`config.mk`:
```
export PLATFORM = sky130hd
export DESIGN_NAME = sorted_unique_key_table
export DESIGN_NICKNAME = d
export VERILOG_FILES = /design/src/rtl/suk_pkg.sv /design/src/rtl/suk_cell.sv /design/src/rtl/suk_chain.sv /design/src/rtl/sorted_unique_key_table.sv
export SDC_FILE = /design/constraint.sdc
export NUM_CORES = 2
export LEC_CHECK = 0
export ABC_AREA = 0
export BUFFER_PORTS_ARGS = -buffer_cell sky130_fd_sc_hd__buf_2
export CORE_UTILIZATION = 65
export DETAILED_ROUTE_END_ITERATION = 10
export HOLD_SLACK_MARGIN = 0.12
export PLACE_DENSITY = 0.82
export SYNTH_ARGS = -nofsm -noshare
export SYNTH_HDL_FRONTEND = slang
export SYNTH_HIERARCHICAL = 1
export SYNTH_SLANG_ARGS = --single-unit
```
`constraint.sdc`:
```
create_clock -name clk -period 15.9 [get_ports clk]
set_input_delay 3.975 -clock clk [delete_from_list [all_inputs] [get_ports clk]]
set_output_delay 3.975 -clock clk [all_outputs]
set_load 0.005 [all_outputs]
```
`src/rtl/suk_pkg.sv`:
```
package suk_pkg;

    localparam int CAPACITY = 32;
    localparam int KEY_BITS = 16;
    localparam int CNT_W    = $clog2(CAPACITY + 1);
    localparam int ENTRY_W  = 6;
    localparam int ID_W     = 16;
    localparam int OUT_W    = 16;

    typedef enum logic [2:0] {
        ST_INSERTED  = 3'd0,
        ST_DUPLICATE = 3'd1,
        ST_FULL      = 3'd2,
        ST_REMOVED   = 3'd3,
        ST_NOT_FOUND = 3'd4
    } status_t;

    typedef enum logic [1:0] {
        OP_NONE = 2'd0,
        OP_INS  = 2'd1,
        OP_REM  = 2'd2
    } op_t;

    localparam logic REQ_INSERT = 1'b0;
    localparam logic REQ_REMOVE = 1'b1;

    // broadcast to every cell
    typedef struct packed {
        op_t                 op;
        logic [KEY_BITS-1:0] key;
    } cmd_t;

    // what a cell shows its neighbours
    typedef struct packed {
        logic [KEY_BITS-1:0] key;
        logic                valid;
        logic                gt;
    } link_t;

endpackage

```
`src/rtl/suk_cell.sv`:
```
module suk_cell (
    input  logic          clk,
    input  logic          rst_n,
    input  suk_pkg::cmd_t  cmd,
    input  suk_pkg::link_t left,
    input  suk_pkg::link_t right,
    output suk_pkg::link_t self_link,
    output logic          hit
);
    import suk_pkg::*;

    logic [KEY_BITS-1:0] key_reg;
    logic [KEY_BITS-1:0] key_next;
    logic                valid_reg;
    logic                valid_next;
    logic                gt;

    assign gt  = valid_reg && (key_reg > cmd.key);
    assign hit = valid_reg && (key_reg == cmd.key);

    assign self_link.key   = key_reg;
    assign self_link.valid = valid_reg;
    assign self_link.gt    = gt;

    always_comb
    begin
        key_next   = key_reg;
        valid_next = valid_reg;
        case (cmd.op)
            OP_INS:
            begin
                if (left.gt)
                begin
                    // larger keys move up one place
                    key_next   = left.key;
                    valid_next = 1'b1;
                end
                else if (left.valid && (gt || !valid_reg))
                begin
                    // first slot above the smaller keys takes the new one
                    key_next   = cmd.key;
                    valid_next = 1'b1;
                end
            end
            OP_REM:
            begin
                if (gt || hit)
                begin
                    key_next   = right.key;
                    valid_next = right.valid;
                end
            end
            default:
            begin
                key_next   = key_reg;
                valid_next = valid_reg;
            end
        endcase
    end

    always_ff @(posedge clk or negedge rst_n)
    begin
        if (!rst_n)
            valid_reg <= 1'b0;
        else
            valid_reg <= valid_next;
    end

    always_ff @(posedge clk)
    begin
        key_reg <= key_next;
    end

endmodule

```
`src/rtl/suk_chain.sv`:
```
module suk_chain (
    input  logic         clk,
    input  logic         rst_n,
    input  suk_pkg::cmd_t cmd,
    output logic         found
);
    import suk_pkg::*;

    link_t                links [CAPACITY];
    link_t                lefts [CAPACITY];
    link_t                rights[CAPACITY];
    logic [CAPACITY-1:0]  hits;

    genvar i;
    generate
        for (i = 0; i < CAPACITY; i++)
        begin : g_cell
            if (i == 0)
            begin : g_first
                // bottom of the table behaves as a valid key below everything
                assign lefts[i] = '{key: '0, valid: 1'b1, gt: 1'b0};
            end
            else
            begin : g_mid_l
                assign lefts[i] = links[i-1];
            end

            if (i == CAPACITY - 1)
            begin : g_last
                assign rights[i] = '{key: '0, valid: 1'b0, gt: 1'b0};
            end
            else
            begin : g_mid_r
                assign rights[i] = links[i+1];
            end

            suk_cell u_cell (
                .clk       (clk),
                .rst_n     (rst_n),
                .cmd       (cmd),
                .left      (lefts[i]),
                .right     (rights[i]),
                .self_link (links[i]),
                .hit       (hits[i])
            );
        end
    endgenerate

    assign found = |hits;

endmodule

```
`src/rtl/sorted_unique_key_table.sv`:
```
// sorted table of unique keys held in a row of compare-and-shift cells
// slave side: one request per beat; s_axis_tuser is the request type
// (insert or remove), s_axis_tdata carries the identifier
// master side: one result beat per request with status, a changed flag
// and the number of stored keys after the request
// every cell compares its key with the request key in the same cycle, so
// a request is decided and the table shifted on the clock edge that accepts it
// the result is registered and shown the cycle after the request beat
// one request per cycle while results are taken; the single output
// register holds a result until the receiver takes it and the slave
// side stalls only while that register is full and not being read
// an insert into a full table is refused with the full status; a
// duplicate is reported ahead of full
// reset empties the table at once (valid flags cleared, keys left as
// they are) and drops any pending result
module sorted_unique_key_table (
    input  logic                      clk,
    input  logic                      rst_n,
    input  logic                      s_axis_tvalid,
    output logic                      s_axis_tready,
    input  logic [suk_pkg::ID_W-1:0]  s_axis_tdata,  // [15:0] process_id
    input  logic                      s_axis_tuser,  // [0] req_type
    output logic                      m_axis_tvalid,
    input  logic                      m_axis_tready,
    output logic [suk_pkg::OUT_W-1:0] m_axis_tdata   // [2:0] status_code, [3] done_ok,
                                                     // [9:4] entry_count, rest zero
);
    import suk_pkg::*;

    cmd_t                cmd;
    logic                found;
    logic                accept;
    logic [CNT_W-1:0]    count_reg;
    logic [CNT_W-1:0]    count_next;
    status_t             status;
    logic                m_valid_reg;
    logic                m_valid_next;
    logic [OUT_W-1:0]    m_data_reg;
    logic [OUT_W-1:0]    m_data_next;

    assign s_axis_tready = !m_valid_reg || m_axis_tready;
    assign accept        = s_axis_tvalid && s_axis_tready;

    always_comb
    begin
        cmd.key    = KEY_BITS'(s_axis_tdata);
        cmd.op     = OP_NONE;
        count_next = count_reg;
        status     = ST_NOT_FOUND;
        if (s_axis_tuser == REQ_INSERT)
        begin
            if (found)
                status = ST_DUPLICATE;
            else if (count_reg == CNT_W'(CAPACITY))
                status = ST_FULL;
            else
            begin
                status = ST_INSERTED;
                if (accept)
                begin
                    cmd.op     = OP_INS;
                    count_next = count_reg + 1'b1;
                end
            end
        end
        else
        begin
            if (found)
            begin
                status = ST_REMOVED;
                if (accept)
                begin
                    cmd.op     = OP_REM;
                    count_next = count_reg - 1'b1;
                end
            end
        end
    end

    suk_chain u_chain (
        .clk   (clk),
        .rst_n (rst_n),
        .cmd   (cmd),
        .found (found)
    );

    always_comb
    begin
        m_valid_next = m_valid_reg;
        m_data_next  = m_data_reg;
        if (accept)
        begin
            m_valid_next = 1'b1;
            m_data_next  = '0;
            m_data_next[2:0] = status;
            m_data_next[3]   = (status == ST_INSERTED) || (status == ST_REMOVED);
            m_data_next[4 +: ENTRY_W] = ENTRY_W'(count_next);
        end
        else if (m_axis_tready)
        begin
            m_valid_next = 1'b0;
        end
    end

    always_ff @(posedge clk or negedge rst_n)
    begin
        if (!rst_n)
        begin
            count_reg   <= '0;
            m_valid_reg <= 1'b0;
        end
        else
        begin
            count_reg   <= count_next;
            m_valid_reg <= m_valid_next;
        end
    end

    always_ff @(posedge clk)
    begin
        m_data_reg <= m_data_next;
    end

    assign m_axis_tvalid = m_valid_reg;
    assign m_axis_tdata  = m_data_reg;

endmodule

```
* After elaboration in Yosys (flattened, before gate mapping)
Index checks and enable logic that the tools add are counted.
W data, S select, Z words.
** Word-level totals
- Register bits :: 561
- Input port bits :: 21
- Output and inout port bits :: 18
** Cells by class
- Add/sub/neg operators :: 2
- $lt $le $gt $ge :: 32
- Equality and inequality tests :: 100
- Mux-type cells :: 272
- Reduce and logical (&&, ||, !) cells :: 231
** Operator list (count)
- $mux W16 :: 95
- $pmux W16 S2 :: 32
- $eq A16 B16 Y1 :: 32
- $gt A16 B16 Y1 :: 32
- $mux W1 :: 100
- $logic_and A1 B1 Y1 :: 96
- $reduce_and A3 Y1 :: 32
- $ne A3 B3 Y1 const B :: 31
- $logic_or A1 B1 Y1 :: 66
- $ne A2 B2 Y1 const B :: 33
- $pmux W1 S2 :: 32
- $mux W6 :: 6
- $logic_not A1 Y1 :: 33
- $reduce_or A32 Y1 :: 1
- $mux W2 :: 5
- $add A6 B1 Y6 const B :: 1
- $eq A6 B6 Y1 const B :: 1
- $mux W3 :: 2
- $sub A6 B1 Y6 const B :: 1
- $reduce_bool A2 Y1 :: 2
- $eq A3 B2 Y1 const B :: 1
- $logic_not A3 Y1 :: 1
- $eq A2 B1 Y1 const B :: 1
- $eq A2 B2 Y1 const B :: 1

* Longest topological paths before layout
- Depth in word-level cells :: 10
- Mapped depth :: 16
- Depth with buffers taken out :: 15

* By module
Netlist, hierarchy kept.
** Modules (own cells, without submodules)
- suk_cell at u_chain.g_cell[0].u_cell ... :: times used 28, cells each 146, area an instance 1342.5 µm²
- suk_cell at u_chain.g_cell[7].u_cell ... :: times used 3, cells each 145, area an instance 1373.8 µm²
- suk_cell at u_chain.g_cell[1].u_cell :: times used 1, cells each 147, area an instance 1375.1 µm²
- sorted_unique_key_table :: times used 1, cells each 82, area an instance 937.1 µm²
- suk_chain :: times used 1, cells each 13, area an instance 82.6 µm²

* Least setup slack after synthesis
No wires, ideal clock.
- Kind :: input-to-reg
- Start :: input port s_axis_tdata[15] in the netlist's numbering
- End :: register u_chain.g_cell[1].u_cell.key_reg[0] (enable)
- Library setup time :: 0.411 ns
- Arrival :: 10.985 ns
- Setup slack :: 4.504 ns
- Stages on the path :: 14
- Path buffers :: 0
- Cell sequence :: inv_1 > ha_1 > nand4_2 > nor4_2 > nand4_1 > nor2_1 > nor4_1 > nand4_1 > or2_1 > nor3b_1 > nor2b_1 > nand2_1 > a2bb2oi_1 > o21ai_0
** RTL lines
- start: declaration :: RTL line sorted_unique_key_table.sv:21 : input logic [suk_pkg::ID_W-1:0] s_axis_tdata,
- end signal: assignment :: RTL line suk_cell.sv:71 : key_reg <= key_next;
- end: declaration :: RTL line suk_cell.sv:12 : logic [KEY_BITS-1:0] key_reg;

==> metrics.txt <==
WP data arrival=approximately 10,000 ps; total grt overflow=0; critical path class=input pin to flop; I/O Pins=39; first-pass GRT wire length=185.8 mm; Reg-to-Reg Start=u_chain/g_cell[1].u_cell/key_reg[14]; R2R cell count=13; gp weighted congestion=between 0.9 and 1; cells after synthesis=4,763; Hold Crit Class=flop to flop; Peak VDD IR=94.07 uV; Tightest Pin Transition=1164 ps; outcome=complete, no violations; row count=95; Crit. End Element=flop; starting density of the core=between 60% and 70%; final WL=roughly 120 mm; Setup Slack @ Placement=5267 ps; FF-to-FF End=u_chain/g_cell[8].u_cell/key_reg[7]; die width=262.5 um; vias in the first global route=between 30,000 and 40,000; RSZ-0062 raised after global routing=false; final std cells w/o fill=roughly 5,700; crit path time final=10,090 ps; largest net degree at the start of global routing=between 70 and 80; total track usage=between 30% and 40%; Clock transition at path regs=~60 ps; Post-Syn Area=44,090 um^2; layout cells sized above 1=under 10%; Fmax=between 0.09 and 0.1 GHz; buffer type at the clock tree root=clkbuf_16; Hold Path End=u_chain/g_cell[30].u_cell/valid_reg; final worst slack=between 5000 and 6000 ps; Core Footprint=67,160 um^2; Fin Clk Skew=slightly below 30 ps; DRT Pass-1 Iters=8; clk sinks=between 500 and 600; Nets=roughly 5,300; Inserted Clock Buffers=61; cell count of the worst hold path=1; r2r setup slk=9890 ps; crit-path cells=buf_2 > buf_4 > inv_1 > ha_1 > nand4_1 > nor4_2 > nand2_1 > nor2_1 > nor4_1 > nand4_1 > or2_1 > and2_4 > and3_4 > nor2b_2 > nand2_1 > a32oi_1 > or2_1; Vias per Instance=approximately 6.3; H-tree depth=2; fin. max-slew vios=0; PD cells=102.1 nW/um^2; setup TNS=0 ps; Antenna Nets Post-Route=0; vias after detailed routing=around 36,000; Worst path max stage delay=a little under 1000 ps; CTS resizes=0; buffers and inverters on the worst path=3; area delta synth->final=6.521%; endpoints failing hold=0; # setup viols final=0; max_cap viols=0; Remaining DRCs=0; Ys Warns=6; initial DRC count=between 3,000 and 4,000; critical path required time=16,200 ps; wire length per cell=between 20 and 25 um; Post-Layout Inst Area=46,970 um^2; clock buffer depth=3; Worst path slowest cell=nor2b_2; initial antenna violation count=1; max reg flops=a little over 500; Die Ht=approximately 260 um; clk_lat worst skew=~670 ps; CP Launch Type=input pin; Die ar.=just under 70,000 um^2; period utilisation layout=63.45%; P_leak=a little over 0.02 uW; Max-Slew Margin vs Limit=between 20% and 30%; IO buf count=32; post-DP HPWL=between 80 and 90 mm; hold_buf cts=0; postcts setup bufs=0; CTS tree=done; CP delay by family, top=simple AND/OR/NAND/NOR gates; Hold Startpoint=u_chain/g_cell[31].u_cell/valid_reg; placed insts=approximately 5,500; Avg Inst Size Synth=a little over 9 um^2; Area after DPL=~45,000 um^2; CP max FO=75
[worst max-delay path by stage]
stage | slack, ps | from | cells after the start | to
final | 5810 | s_axis_tdata[6] | 17 | u_chain/g_cell[8].u_cell/key_reg[7]
after global routing | 5410 | s_axis_tdata[6] | 17 | u_chain/g_cell[8].u_cell/key_reg[11]
after CTS | 5990 | s_axis_tdata[6] | 17 | u_chain/g_cell[8].u_cell/key_reg[7]
after detailed placement | 5270 | s_axis_tdata[6] | 17 | u_chain/g_cell[8].u_cell/key_reg[0]
after global placement | 5510 | s_axis_tdata[6] | 17 | u_chain/g_cell[8].u_cell/key_reg[5]
after floorplan | 4500 | s_axis_tdata[15] | 14 | u_chain/g_cell[1].u_cell/key_reg[0]
[final cells by class]
class / instances / area [um^2]
sequential: 561 / 16650
multi-input combinational: 3374 / 24090
timing repair buffer: 96 / 640.6
fill: 4934 / 20190
antenna: 1 / 2.502
tap: 873 / 1092
inverter: 635 / 2384
clock inverter: 29 / 379.1
clock buffer: 86 / 1732
[metrics by stage]
step           hold WS [ps]  power [uW]  util (%)
6_report              534.5        4794     69.94
3_5_place_dp          520.1        3267     66.79
5_1_grt               551.8        4999     69.93
2_1_floorplan         509.5        2908         -
4_1_cts               534.2        4785     69.93
3_3_place_gp          516.7        3208     66.79
[layout by cell type, fill, tap and decap left out, drive strengths merged, types with 31 or more instances in the layout]
master / instances
a21oi: 252
and2: 36
and3: 31
buf: 96
clkbuf: 86
conb: 43
dfrtp: 39
edfxtp: 522
ha: 514
inv: 636
mux2i: 514
nand2: 698
nand2b: 31
nand3: 33
nand4: 72
nor2: 130
nor2b: 40
nor3: 63
nor4: 40
o21ai: 607
[metal layers]
layer | track usage, % | routed length (um) | vias to the layer above
met1 | 41.60 | 47210 | 17050
met3 | 5.051 | 7861 | 352
met4 | 13.37 | 4468 | 2
met5 | 0 | 11 | -
li1 | - | - | 16790
met2 | 58.30 | 57370 | 1408
[report_power, final]
part	switching, uW	internal (uW)	total [uW]
clock	632	889	1520
combinational	733	488	1220
sequential	176	1880	2050
(Power assumes the default switching activity.)
